<file path="config.mk">
export PLATFORM = sky130hd
export DESIGN_NAME = cpu_load_percent_monitor_top
export DESIGN_NICKNAME = d
export VERILOG_FILES = /design/src/hw/rtl/clpm_pkg.sv /design/src/hw/rtl/cpu_load_percent_monitor_top.sv /design/src/hw/rtl/clpm_front.sv /design/src/hw/rtl/clpm_queue.sv /design/src/hw/rtl/clpm_back.sv
export VERILOG_INCLUDE_DIRS = /design/src /design/src/hw/rtl
export SDC_FILE = /design/constraint.sdc
export NUM_CORES = 2
export LEC_CHECK = 0
export BUFFER_PORTS_ARGS = -buffer_cell sky130_fd_sc_hd__clkbuf_2
export CAP_MARGIN = 10
export CORE_UTILIZATION = 54
export DETAILED_ROUTE_END_ITERATION = 8
export GPL_TIMING_DRIVEN = 0
export PLACE_DENSITY = 0.71
export SLEW_MARGIN = 20
export SYNTH_ARGS = -nofsm -noshare
export SYNTH_HDL_FRONTEND = slang
export SYNTH_SLANG_ARGS = --single-unit
</file>
<file path="constraint.sdc">
create_clock -name clk -period 22.4 [get_ports clk]
set_input_delay 1.12 -clock clk [delete_from_list [all_inputs] [get_ports clk]]
set_output_delay 1.12 -clock clk [all_outputs]
set_load 0.01 [all_outputs]
</file>
<file path="src/hw/rtl/cpu_load_percent_monitor_top_defines.svh">
// assertion macros used by the back end of the cpu load monitor rtl
`ifndef CPU_LOAD_PERCENT_MONITOR_TOP_DEFINES_SVH
`define CPU_LOAD_PERCENT_MONITOR_TOP_DEFINES_SVH

// same-cycle implication, disabled while reset is asserted
`define CLPM_ASSERT_IMPL(lbl, ck, rn, ante, cons) \
	lbl: assert property (@(posedge ck) disable iff (!(rn)) (ante) |-> (cons)) \
		else $error("clpm assertion failed");

// next-cycle implication, disabled while reset is asserted
`define CLPM_ASSERT_NEXT(lbl, ck, rn, ante, cons) \
	lbl: assert property (@(posedge ck) disable iff (!(rn)) (ante) |=> (cons)) \
		else $error("clpm assertion failed");

`endif

</file>
<file path="src/hw/rtl/clpm_pkg.sv">
// shared types and constants of the cpu load monitor
package clpm_pkg;

	localparam int WORD_W       = 64;
	localparam int CPU_W        = 3;
	localparam int PCT_W        = 7;
	localparam int PCT_IDX_W    = 3;
	localparam int NUM_CPUS_DEF = 8;
	localparam int QUEUE_DEPTH  = 2;
	localparam int QPTR_W       = $clog2(QUEUE_DEPTH);

	localparam logic [PCT_W-1:0] PCT_SCALE = 7'd100;
	localparam logic [PCT_IDX_W-1:0] PCT_TOP_BIT = 3'd6;

	typedef enum logic [1:0] {
		K_ZERO = 2'd0,
		K_FULL = 2'd1,
		K_DIV  = 2'd2
	} kind_t;

	typedef struct packed {
		logic [CPU_W-1:0]  cpu;
		kind_t             kind;
		logic [WORD_W-1:0] db;
		logic [WORD_W-1:0] dt;
	} entry_t;

endpackage

</file>
<file path="src/hw/rtl/cpu_load_percent_monitor_top.sv">
// top level of the per-cpu load percent monitor
// Each accepted word is one sample: a cpu index and six cumulative time counters. One result
// word comes back per sample, in order, carrying the cpu index and the busy share since that
// cpu's previous sample in percent (0 when no time passed, 100 when busy is not below total,
// 0 for a cpu index at or above NUM_CPUS, which leaves the history untouched). The front end
// steps through accept, three adder steps, delta and queue push for each sample, holding at
// the push while the queue is full; the back end skips its loop for a zero or full result and
// otherwise divides with a shift-subtract loop (7 doubling steps plus one add step for each set
// bit of 100). The two overlap through a two-entry queue, so the front end can take a new sample
// while the back end still divides an earlier one. The history is cleared at reset with no extra pass.
module cpu_load_percent_monitor_top #(
	parameter int NUM_CPUS = clpm_pkg::NUM_CPUS_DEF
) (
	input  logic                        clk,
	input  logic                        arst_n,
	input  logic                        in_valid,
	output logic                        in_stall,
	input  logic [clpm_pkg::CPU_W-1:0]  cpu_index,
	input  logic [clpm_pkg::WORD_W-1:0] user_time,
	input  logic [clpm_pkg::WORD_W-1:0] system_time,
	input  logic [clpm_pkg::WORD_W-1:0] irq_time,
	input  logic [clpm_pkg::WORD_W-1:0] softirq_time,
	input  logic [clpm_pkg::WORD_W-1:0] idle_time,
	input  logic [clpm_pkg::WORD_W-1:0] iowait_time,
	output logic                        out_valid,
	input  logic                        out_stall,
	output logic [clpm_pkg::CPU_W-1:0]  load_cpu,
	output logic [clpm_pkg::PCT_W-1:0]  load_percent
);
	import clpm_pkg::*;

	logic   push, queue_full, pop, q_nonempty;
	entry_t push_entry, q_entry;

	clpm_front #(
		.NUM_CPUS(NUM_CPUS)
	) u_front (
		.clk          (clk),
		.arst_n       (arst_n),
		.in_valid     (in_valid),
		.in_stall     (in_stall),
		.cpu_index    (cpu_index),
		.user_time    (user_time),
		.system_time  (system_time),
		.irq_time     (irq_time),
		.softirq_time (softirq_time),
		.idle_time    (idle_time),
		.iowait_time  (iowait_time),
		.push         (push),
		.push_entry   (push_entry),
		.queue_full   (queue_full)
	);

	clpm_queue u_queue (
		.clk        (clk),
		.arst_n     (arst_n),
		.push       (push),
		.push_entry (push_entry),
		.full       (queue_full),
		.pop        (pop),
		.pop_entry  (q_entry),
		.nonempty   (q_nonempty)
	);

	clpm_back u_back (
		.clk          (clk),
		.arst_n       (arst_n),
		.q_nonempty   (q_nonempty),
		.q_entry      (q_entry),
		.pop          (pop),
		.out_valid    (out_valid),
		.out_stall    (out_stall),
		.load_cpu     (load_cpu),
		.load_percent (load_percent)
	);

endmodule

</file>
<file path="src/hw/rtl/clpm_front.sv">
// front end: accepts samples, forms sums and deltas, keeps per-cpu history, classifies
module clpm_front #(
	parameter int NUM_CPUS = clpm_pkg::NUM_CPUS_DEF
) (
	input  logic                        clk,
	input  logic                        arst_n,
	input  logic                        in_valid,
	output logic                        in_stall,
	input  logic [clpm_pkg::CPU_W-1:0]  cpu_index,
	input  logic [clpm_pkg::WORD_W-1:0] user_time,
	input  logic [clpm_pkg::WORD_W-1:0] system_time,
	input  logic [clpm_pkg::WORD_W-1:0] irq_time,
	input  logic [clpm_pkg::WORD_W-1:0] softirq_time,
	input  logic [clpm_pkg::WORD_W-1:0] idle_time,
	input  logic [clpm_pkg::WORD_W-1:0] iowait_time,
	output logic                        push,
	output clpm_pkg::entry_t            push_entry,
	input  logic                        queue_full
);
	import clpm_pkg::*;

	// only indexes the cpu field can reach need history
	localparam int STORE_DEPTH = (NUM_CPUS < (2 ** CPU_W)) ? NUM_CPUS : (2 ** CPU_W);
	localparam int STORE_AW    = (STORE_DEPTH > 1) ? $clog2(STORE_DEPTH) : 1;

	typedef enum logic [5:0] {
		F_IDLE = 6'b000001,
		F_SUM1 = 6'b000010,
		F_SUM2 = 6'b000100,
		F_SUM3 = 6'b001000,
		F_DIFF = 6'b010000,
		F_PUSH = 6'b100000
	} fstate_t;

	fstate_t state_q;

	logic [CPU_W-1:0]  cpu_q;
	logic [WORD_W-1:0] user_q, system_q, irq_q, softirq_q, idle_q, iowait_q;
	logic [WORD_W-1:0] acc0_q, acc1_q, acc2_q;
	logic [WORD_W-1:0] busy_q, total_q;
	logic [WORD_W-1:0] db_q, dt_q;

	logic [WORD_W-1:0] last_busy_q  [STORE_DEPTH];
	logic [WORD_W-1:0] last_total_q [STORE_DEPTH];

	logic                cpu_ok;
	logic [STORE_AW-1:0] idx;
	logic [WORD_W-1:0]   last_busy_rd, last_total_rd;
	kind_t               kind;

	assign cpu_ok        = (32'(cpu_q) < NUM_CPUS);
	assign idx           = cpu_q[STORE_AW-1:0];
	assign last_busy_rd  = cpu_ok ? last_busy_q[idx]  : '0;
	assign last_total_rd = cpu_ok ? last_total_q[idx] : '0;

	always_comb begin
		if (!cpu_ok || (dt_q == '0)) begin
			kind = K_ZERO;
		end else if (db_q >= dt_q) begin
			kind = K_FULL;
		end else begin
			kind = K_DIV;
		end
	end

	assign in_stall        = (state_q != F_IDLE);
	assign push            = (state_q == F_PUSH) && !queue_full;
	assign push_entry.cpu  = cpu_q;
	assign push_entry.kind = kind;
	assign push_entry.db   = db_q;
	assign push_entry.dt   = dt_q;

	always_ff @(posedge clk or negedge arst_n) begin
		if (!arst_n) begin
			state_q <= F_IDLE;
		end else begin
			case (state_q)
				F_IDLE: begin
					if (in_valid) state_q <= F_SUM1;
				end
				F_SUM1: state_q <= F_SUM2;
				F_SUM2: state_q <= F_SUM3;
				F_SUM3: state_q <= F_DIFF;
				F_DIFF: state_q <= F_PUSH;
				F_PUSH: begin
					if (!queue_full) state_q <= F_IDLE;
				end
				default: state_q <= F_IDLE;
			endcase
		end
	end

	always_ff @(posedge clk) begin
		if (state_q == F_IDLE && in_valid) begin
			cpu_q     <= cpu_index;
			user_q    <= user_time;
			system_q  <= system_time;
			irq_q     <= irq_time;
			softirq_q <= softirq_time;
			idle_q    <= idle_time;
			iowait_q  <= iowait_time;
		end
		if (state_q == F_SUM1) begin
			acc0_q <= user_q + system_q;
			acc1_q <= irq_q + softirq_q;
			acc2_q <= idle_q + iowait_q;
		end
		if (state_q == F_SUM2) begin
			busy_q <= acc0_q + acc1_q;
		end
		if (state_q == F_SUM3) begin
			total_q <= busy_q + acc2_q;
		end
		if (state_q == F_DIFF) begin
			db_q <= busy_q - last_busy_rd;
			dt_q <= total_q - last_total_rd;
		end
	end

	// per-cpu history, cleared by reset, written once per sample with an in-range cpu index
	always_ff @(posedge clk or negedge arst_n) begin
		if (!arst_n) begin
			for (int i = 0; i < STORE_DEPTH; i++) begin
				last_busy_q[i]  <= '0;
				last_total_q[i] <= '0;
			end
		end else if (state_q == F_DIFF && cpu_ok) begin
			last_busy_q[idx]  <= busy_q;
			last_total_q[idx] <= total_q;
		end
	end

endmodule

</file>
<file path="src/hw/rtl/clpm_queue.sv">
// short fifo between the front end and the divider back end
module clpm_queue (
	input  logic             clk,
	input  logic             arst_n,
	input  logic             push,
	input  clpm_pkg::entry_t push_entry,
	output logic             full,
	input  logic             pop,
	output clpm_pkg::entry_t pop_entry,
	output logic             nonempty
);
	import clpm_pkg::*;

	entry_t            mem_q [QUEUE_DEPTH];
	logic [QPTR_W-1:0] wr_ptr_q, rd_ptr_q;
	logic [QPTR_W:0]   count_q;

	assign full      = (count_q == (QPTR_W + 1)'(QUEUE_DEPTH));
	assign nonempty  = (count_q != '0);
	assign pop_entry = mem_q[rd_ptr_q];

	always_ff @(posedge clk or negedge arst_n) begin
		if (!arst_n) begin
			wr_ptr_q <= '0;
			rd_ptr_q <= '0;
			count_q  <= '0;
		end else begin
			if (push) wr_ptr_q <= (wr_ptr_q == QPTR_W'(QUEUE_DEPTH - 1)) ? '0 : wr_ptr_q + 1'b1;
			if (pop)  rd_ptr_q <= (rd_ptr_q == QPTR_W'(QUEUE_DEPTH - 1)) ? '0 : rd_ptr_q + 1'b1;
			if (push && !pop) begin
				count_q <= count_q + 1'b1;
			end else if (pop && !push) begin
				count_q <= count_q - 1'b1;
			end
		end
	end

	always_ff @(posedge clk) begin
		if (push) mem_q[wr_ptr_q] <= push_entry;
	end

endmodule

</file>
<file path="src/hw/rtl/clpm_back.sv">
// back end: shift-subtract percent divider and output register
`include "cpu_load_percent_monitor_top_defines.svh"

module clpm_back (
	input  logic                       clk,
	input  logic                       arst_n,
	input  logic                       q_nonempty,
	input  clpm_pkg::entry_t           q_entry,
	output logic                       pop,
	output logic                       out_valid,
	input  logic                       out_stall,
	output logic [clpm_pkg::CPU_W-1:0] load_cpu,
	output logic [clpm_pkg::PCT_W-1:0] load_percent
);
	import clpm_pkg::*;

	typedef enum logic [3:0] {
		B_IDLE = 4'b0001,
		B_DBL  = 4'b0010,
		B_ADD  = 4'b0100,
		B_DONE = 4'b1000
	} bstate_t;

	bstate_t state_q;

	logic [CPU_W-1:0]     cpu_q;
	kind_t                kind_q;
	logic [WORD_W-1:0]    db_q, dt_q, r_q;
	logic [PCT_W-1:0]     q_q;
	logic [PCT_IDX_W-1:0] bit_q;

	logic             out_valid_q;
	logic [CPU_W-1:0] load_cpu_q;
	logic [PCT_W-1:0] load_percent_q;

	logic [WORD_W:0] dbl, dbl_sub, add, add_sub;
	logic            dbl_ge, add_ge, out_free;

	// remainder stays below the divisor, so both steps need one conditional subtract
	assign dbl     = {r_q, 1'b0};
	assign dbl_sub = dbl - {1'b0, dt_q};
	assign dbl_ge  = (dbl >= {1'b0, dt_q});
	assign add     = {1'b0, r_q} + {1'b0, db_q};
	assign add_sub = add - {1'b0, dt_q};
	assign add_ge  = (add >= {1'b0, dt_q});

	assign out_free = !out_valid_q || !out_stall;
	assign pop      = (state_q == B_IDLE) && q_nonempty;

	assign out_valid    = out_valid_q;
	assign load_cpu     = load_cpu_q;
	assign load_percent = load_percent_q;

	always_ff @(posedge clk or negedge arst_n) begin
		if (!arst_n) begin
			state_q     <= B_IDLE;
			out_valid_q <= 1'b0;
		end else begin
			case (state_q)
				B_IDLE: begin
					if (q_nonempty) state_q <= (q_entry.kind == K_DIV) ? B_DBL : B_DONE;
				end
				B_DBL: begin
					if (PCT_SCALE[bit_q]) begin
						state_q <= B_ADD;
					end else if (bit_q == '0) begin
						state_q <= B_DONE;
					end
				end
				B_ADD: state_q <= (bit_q == '0) ? B_DONE : B_DBL;
				B_DONE: begin
					if (out_free) state_q <= B_IDLE;
				end
				default: state_q <= B_IDLE;
			endcase
			if (state_q == B_DONE && out_free) begin
				out_valid_q <= 1'b1;
			end else if (!out_stall) begin
				out_valid_q <= 1'b0;
			end
		end
	end

	always_ff @(posedge clk) begin
		case (state_q)
			B_IDLE: begin
				if (q_nonempty) begin
					cpu_q  <= q_entry.cpu;
					kind_q <= q_entry.kind;
					db_q   <= q_entry.db;
					dt_q   <= q_entry.dt;
					r_q    <= '0;
					bit_q  <= PCT_TOP_BIT;
					case (q_entry.kind)
						K_FULL:  q_q <= PCT_SCALE;
						default: q_q <= '0;
					endcase
				end
			end
			B_DBL: begin
				q_q <= {q_q[PCT_W-2:0], dbl_ge};
				r_q <= dbl_ge ? dbl_sub[WORD_W-1:0] : dbl[WORD_W-1:0];
				if (!PCT_SCALE[bit_q] && bit_q != '0) bit_q <= bit_q - 1'b1;
			end
			B_ADD: begin
				q_q <= q_q + PCT_W'(add_ge);
				r_q <= add_ge ? add_sub[WORD_W-1:0] : add[WORD_W-1:0];
				if (bit_q != '0) bit_q <= bit_q - 1'b1;
			end
			B_DONE: begin
				if (out_free) begin
					load_cpu_q     <= cpu_q;
					load_percent_q <= q_q;
				end
			end
			default: ;
		endcase
	end

	`CLPM_ASSERT_IMPL(a_rem_below_div, clk, arst_n,
		(state_q == B_DBL || state_q == B_ADD), (r_q < dt_q))
	`CLPM_ASSERT_IMPL(a_div_quot_range, clk, arst_n,
		(state_q == B_DONE && kind_q == K_DIV), (q_q < PCT_SCALE))
	`CLPM_ASSERT_IMPL(a_out_pct_range, clk, arst_n,
		out_valid_q, (load_percent_q <= PCT_SCALE))
	`CLPM_ASSERT_NEXT(a_pop_leaves_idle, clk, arst_n,
		(state_q == B_IDLE && q_nonempty), (state_q != B_IDLE))

endmodule
</file>
# ---- Word-level counts from Yosys, hierarchy flattened
# Memory sizes are Yosys's and may differ from the RTL's. A register that Yosys moved wholly into a read port is not among the register bits.
# Index checks and enable logic that the tools add are counted.
# W data, S select, Z words.
dict set report word_totals {
  ff_bits 2089
  ram_bits 266
  rom_bits 8
  in_bits 391
  out_inout_bits 12
  elab_cells 161
  mem_count 2
}
# name depth width read_ports rd_clocked_by_memory_dff write_ports line_no
set mem_list {}
lappend mem_list {u_queue.mem_q 2 133 1 0 1 clpm_queue.sv:14} ;# entry_t mem_q [QUEUE_DEPTH];
lappend mem_list {{(no name shown)} 8 1 1 1 0 clpm_back.sv:64} ;# if (PCT_SCALE[bit_q]) begin
dict set report classes {
  add_sub_neg 16
  magnitude_cmp 6
  eq_ne 22
  mux 43
  bitwise 1
  n_reduce_logical 27
}
# op count
set op_table {}
lappend op_table {{$bwmux W512} 2}
lappend op_table {{$mux W64} 8}
lappend op_table {{$bmux W64 S3} 2}
lappend op_table {{$add A64 B64 Y64} 5}
lappend op_table {{$sub A64 B64 Y64} 4}
lappend op_table {{$demux W64 S3} 1}
lappend op_table {{$pmux W64 S3} 1}
lappend op_table {{$ge A65 B64 Y1} 2}
lappend op_table {{$add A64 B64 Y65} 1}
lappend op_table {{$ge A64 B64 Y1} 1}
lappend op_table {{$logic_not A64 Y1} 1}
lappend op_table {{$pmux W6 S6} 1}
lappend op_table {{$mux W4} 6}
lappend op_table {{$pmux W7 S3} 1}
lappend op_table {{$pmux W4 S4} 1}
lappend op_table {{$mux W7} 2}
lappend op_table {{$mux W3} 4}
lappend op_table {{$mux W6} 2}
lappend op_table {{$ne A2 B1 Y1 const B} 5}
lappend op_table {{$pmux W3 S3} 1}
lappend op_table {{$logic_and A1 B1 Y1} 8}
lappend op_table {{$mux W2} 4}
lappend op_table {{$reduce_and A2 Y1} 4}
lappend op_table {{$add A7 B1 Y7} 1}
lappend op_table {{31 further kinds} 47}

# ---- Depth between registers and ports, before layout
dict set report logic_depth {
  ltp_word 7
  depth_mapped 30
  ltp_nobuf 27
}

# ---- By module
# From an unflattened synthesis, not the netlist that was laid out.
dict set report hier_totals {
  hier_cells 10390
  area_unflattened_um2 125131.3
}
# mod instances cells_per_inst area_each_um2 seq_area_each_um2
set modules_own_cells {}
lappend modules_own_cells {clpm_front 1 7700 94873.5 50850.0}
lappend modules_own_cells {clpm_back 1 2260 20233.2 6602.6}
lappend modules_own_cells {clpm_queue 1 430 10024.6 8087.8}

# ---- Least setup slack after synthesis
# Ideal clock, no wire load.
dict set report synth_path {
  path_type {input to register}
  start {input port in_valid}
  end {register u_front.cpu_q[0] (enable)}
  setup_time_ns 1.148
  arrival_time_ns 17.079
  required_ns 21.252
  slack_ns 4.173
  cell_stages 2
  n_path_buf 0
  path_cell_list {inv_1 > nor2_1}
}
dict set report synth_via {
  elab_chain_cells 1
}
# element line_no
set synth_rtl {}
lappend synth_rtl {{start: declaration} cpu_load_percent_monitor_top.sv:16} ;# input logic in_valid,
lappend synth_rtl {{$logic_and A1 B1 Y1} clpm_front.sv:94} ;# if (state_q == F_IDLE && in_valid) begin
lappend synth_rtl {{end signal: assignment} clpm_front.sv:95} ;# cpu_q <= cpu_index;
lappend synth_rtl {{end: declaration} clpm_front.sv:37} ;# logic [CPU_W-1:0] cpu_q;
# No other way between the ends.
# A chain may end at the register's enable or synchronous reset.

# ---- Worst setup path in the final report
dict set report layout_path {
  start {register u_back.r_q[20]}
  end {register u_back.q_q[6], data pin}
}
dict set report layout_via {
  elab_chain_cells 4
}
# element line_no
set layout_rtl {}
lappend layout_rtl {{start: declaration} clpm_back.sv:28} ;# logic [WORD_W-1:0] db_q, dt_q, r_q;
lappend layout_rtl {{start signal: assignment} clpm_back.sv:102} ;# r_q <= dbl_ge ? dbl_sub[WORD_W-1:0] : dbl[WORD_W-1:0];
lappend layout_rtl {{start signal: assignment} clpm_back.sv:107} ;# r_q <= add_ge ? add_sub[WORD_W-1:0] : add[WORD_W-1:0];
lappend layout_rtl {{$add A64 B64 Y65} clpm_back.sv:43} ;# assign add = {1'b0, r_q} + {1'b0, db_q};
lappend layout_rtl {{$ge A65 B64 Y1} clpm_back.sv:45} ;# assign add_ge = (add >= {1'b0, dt_q});
lappend layout_rtl {{$add A7 B1 Y7} clpm_back.sv:106} ;# q_q <= q_q + PCT_W'(add_ge);
lappend layout_rtl {{$pmux W7 S3} clpm_back.sv:85} ;# case (state_q)
lappend layout_rtl {{end signal: assignment} clpm_back.sv:101} ;# q_q <= {q_q[PCT_W-2:0], dbl_ge};
lappend layout_rtl {{end signal: assignment} clpm_back.sv:106}
lappend layout_rtl {{end: declaration} clpm_back.sv:29} ;# logic [PCT_W-1:0] q_q;
# No other way between the ends.

==> summary.md <==
| Metric | Value |
|---|---|
| Slew Limit Fails | 0 |
| Comb power frac | slightly below 50% |
| Share of cells above drive strength 1 | about 20% |
| Crit path kind | reg2reg |
| Max Fclk | roughly 0.098 GHz |
| # setup viols final | 0 |
| Worst Tran Pin Value | around 1300 ps |
| Cell internal pwr | approximately 0.011 W |
| CTS Buffer Depth | 3 |
| LEAKAGE | 59.93 nW |
| Rel. slew slack | between 10 and 15% |
| Worst hold-check path type | in2async |
| R2R cell count | 29 |
| TritonRoute pass-1 iters | 7 |
| Root buf cell | clkbuf_16 |
| CTS Hold Buffers Added | 0 |
| Sequential fraction of the synthesis area | between 50 and 60% |
| CTS tree | done |
| Library cells used by synthesis | between 100 and 150 |
| CTS Sinks | 2356 |
| Syn Inst Count | a little over 10000 |
| Placed insts | 13820 |
| Post-detail-place hpwl | just under 300000 µm |
| H-tree depth | 4 |
| Pre-CTS WS | between 10000 and 15000 ps |
| Final Critical Period | 10200 ps |
| Req. time, crit path | around 23000 ps |
| DIE HEIGHT | 481.8 µm |
| Worst-path fanout max | 10 |
| Core outline area | about 0.23 mm² |
| # resized after CTS | 0 |
| GRT Overall Usage | around 33% |
| Routed wire per std cell | 27.27 µm |
| Commonest cells post-synth | edfxtp_1, mux2_2, dfrtp_1, a21oi_1, ha_1 |
| Initial antenna violation count | 12 |
| RSZ-0062 raised after global routing | no |
| Synthesized area per cell | roughly 12 µm² |
| Clock Skew | ~46 ps |
| Status | finished clean |
| Max-cap viol count | 0 |
| Routed via count | 89650 |
| Fin nets | approximately 12000 |
| FF-to-FF End | u_back.q_q[6]$_DFFE_PP_ |
| Setup bufs post-CTS | 0 |
| Most common cell in the netlist | edfxtp_1 |
| Sequential share of power | 28.9% |
| Critical Path AT | approximately 11000 ps |
| Number of synthesized flops with an enable pin | ~1300 |
| Largest net degree at the start of global routing | a little under 100 |
| Post-Syn Nets | between 10000 and 15000 |
| Crit-path max cell delay | 870 ps |
| Grt ovf | 0 |
| Setup ws final | 12200 ps |
| Final hold violation count | 0 |
| Net switching power | 0.008303 W |
| CP max stage cell | a31oi_1 |
| Top post-synthesis cells by area | edfxtp_1, dfrtp_1, mux2_2 |
| Synth Register Bits | about 2400 |
| DRT Wirelength | around 390000 µm |
| Num rows | between 150 and 200 |
| Top FF cell, synth | edfxtp_1 |
| Vias in the first global route | 90020 |
| Ports | about 400 |
| Synthesized cell area | about 0.12 mm² |
| Initial Util | a little over half |
| CP dominant cell by count | ha_1 |
| Yosys warns | 0 |
| Final Util | between 60% and 70% |
| Ys async rst share | approximately 44% |
| First-pass GRT wire length | 565900 µm |
| Clock Pin Slew Worst Setup and Hold Paths | about 70 ps |
| Die width | 481.8 µm |
| GPL Wtd Cong | about 1 |
| Synth top area share | between 30% and 40% |
| Area growth syn-to-layout | 12.72% |
| Kind of end point of the critical path | register |
| Vias/cell | 6.285 |
| Final non-filler cell total | between 10000 and 15000 |
| Dominant cell type by area after synthesis | edfxtp_1 |
| Fin Setup TNS | 0 ps |
| FF-to-FF Start | u_back.r_q[20]$_SDFFCE_PP0P_ |
| Die area | 0.2322 mm² |
| Drt drc | 0 |
| Num CTS Buffers | around 240 |
| Total power | between 0.015 and 0.02 W |
| # port buffers | between 400 and 500 |
| CP startpoint kind | register |
| R2r setup slk | 12200 ps |
| Fillers | approximately 18000 |
| Fin crit share | 45.56% |
| Clk_lat worst skew | ~900 ps |
| 1st-iter DRT viols | 7780 |
| Sw Share | 42.41% |
| Max VDD drop | approximately 0.12 mV |
| Clk pwr share | about 22% |
| PD cells | ~140 mW/mm² |
| Antenna Nets Post-Route | 0 |
==> metrics by stage <==
step	hold WS, ps	area [µm²]
2_1_floorplan	400.3	124300
3_3_place_gp	404.6	130100
3_5_place_dp	410.6	131800
4_1_cts	215.3	140100
5_1_grt	269.1	140200
6_report	251.4	140200
==> flip-flops by register name, indices dropped and copies added (netlist names), 64 cells and up, named ones only <==
name                  cells
u_front.last_busy_q     512
u_front.last_total_q    512
u_queue.mem_q           266
u_back.db_q              64
u_back.dt_q              64
u_back.r_q               64
u_front.acc0_q           64
u_front.acc1_q           64
u_front.acc2_q           64
u_front.busy_q           64
u_front.db_q             64
u_front.dt_q             64
u_front.idle_q           64
u_front.iowait_q         64
u_front.irq_q            64
u_front.softirq_q        64
u_front.system_q         64
u_front.total_q          64
u_front.user_q           64
==> cells by family (layout without fill, tap and decap cells) <==
group           after synthesis  in the layout  synth area share [%]
compound gates             2806           2806                 15.20
flops                      2356           2356                 52.71
simple gates               1919           1919                 7.658
mux                        1178           1178                 10.63
buf+inv                     753           1677                 2.316
fa+ha+maj                   712            712                 7.225
xor+xnor                    605            605                 4.262
other cells                   0              2                     0
==> layout by cell type, fill, tap and decap left out, types with 235 or more instances in the layout <==
master / synthesis / layout
edfxtp_1: 1316 / 1316
xor2_1: 235 / 235
dfrtp_1: 1037 / 1037
a21o_1: 367 / 367
clkbuf_1: 345 / 330
clkbuf_16: 0 / 245
nand2_1: 520 / 520
mux2_2: 1124 / 1124
xnor2_1: 370 / 370
inv_1: 306 / 305
a21oi_1: 711 / 709
o21ai_0: 389 / 389
ha_1: 702 / 702
nor2_1: 431 / 429
clkbuf_2: 1 / 453
a22oi_1: 282 / 282
==> routing by layer <==
layer	vias to the layer above	track usage, %	wire length, µm
met5	-	0	54
met4	8	21.03	28170
met3	972	4.769	25050
met2	3857	55.24	184600
met1	44050	40.22	151000
li1	40760	-	-
==> area by class of cell <==
| class | instances | area, µm² | area share, % |
|---|---|---|---|
| sequential | 2356 | 65540 | 46.76 |
| multi-input combinational | 7220 | 56030 | 39.98 |
| clock buffer | 310 | 6665 | 4.755 |
| tap | 3009 | 3765 | 2.686 |
| timing repair buffer | 478 | 3468 | 2.475 |
| buffer | 447 | 1826 | 1.302 |
| clock inverter | 136 | 1703 | 1.215 |
| inverter | 306 | 1154 | 0.8231 |
| antenna | 2 | 5.005 | 0.003571 |
==> worst max-delay path, delay by kind of cell, from the launching register on <==
family	cells	cell delay, ps
flip-flops	1	470
adder cells (fa/ha/maj)	4	1030
buffers and inverters	5	1920
AND/OR/NAND/NOR	11	3090
AO/OA/AOI/OAI	7	2810
XOR/XNOR	2	530
==> worst max path at each step <==
stage / startpoint / to / slack (ps) / depth (start not counted)
floorplan: in_valid / u_front.cpu_q[0]$_DFFE_PP_ / 4170 / 2
global placement: arst_n / u_back.out_valid$_DFFE_PN0P_ / -3810 / 1
detailed placement: u_back.r_q[20]$_SDFFCE_PP0P_ / u_back.q_q[6]$_DFFE_PP_ / 12230 / 29
CTS: u_back.r_q[20]$_SDFFCE_PP0P_ / u_back.q_q[6]$_DFFE_PP_ / 12170 / 29
global route: u_back.r_q[20]$_SDFFCE_PP0P_ / u_back.q_q[6]$_DFFE_PP_ / 11760 / 29
finish: u_back.r_q[20]$_SDFFCE_PP0P_ / u_back.q_q[6]$_DFFE_PP_ / 12200 / 29
==> power groups by stage <==
| stage | Sequential [W] | Combinational (W) | Clock (W) |
|---|---|---|---|
| 4_1_cts | 0.00566 | 0.00960 | 0.00425 |
| 5_1_grt | 0.00571 | 0.0105 | 0.00442 |
| 2_1_floorplan | 0.00579 | 0.00660 | 0 |
| 3_3_place_gp | 0.00600 | 0.00935 | 0 |
| 3_5_place_dp | 0.00574 | 0.00952 | 0 |
| 6_report | 0.00566 | 0.00970 | 0.00422 |
Power figures use the tool's default switching activity.
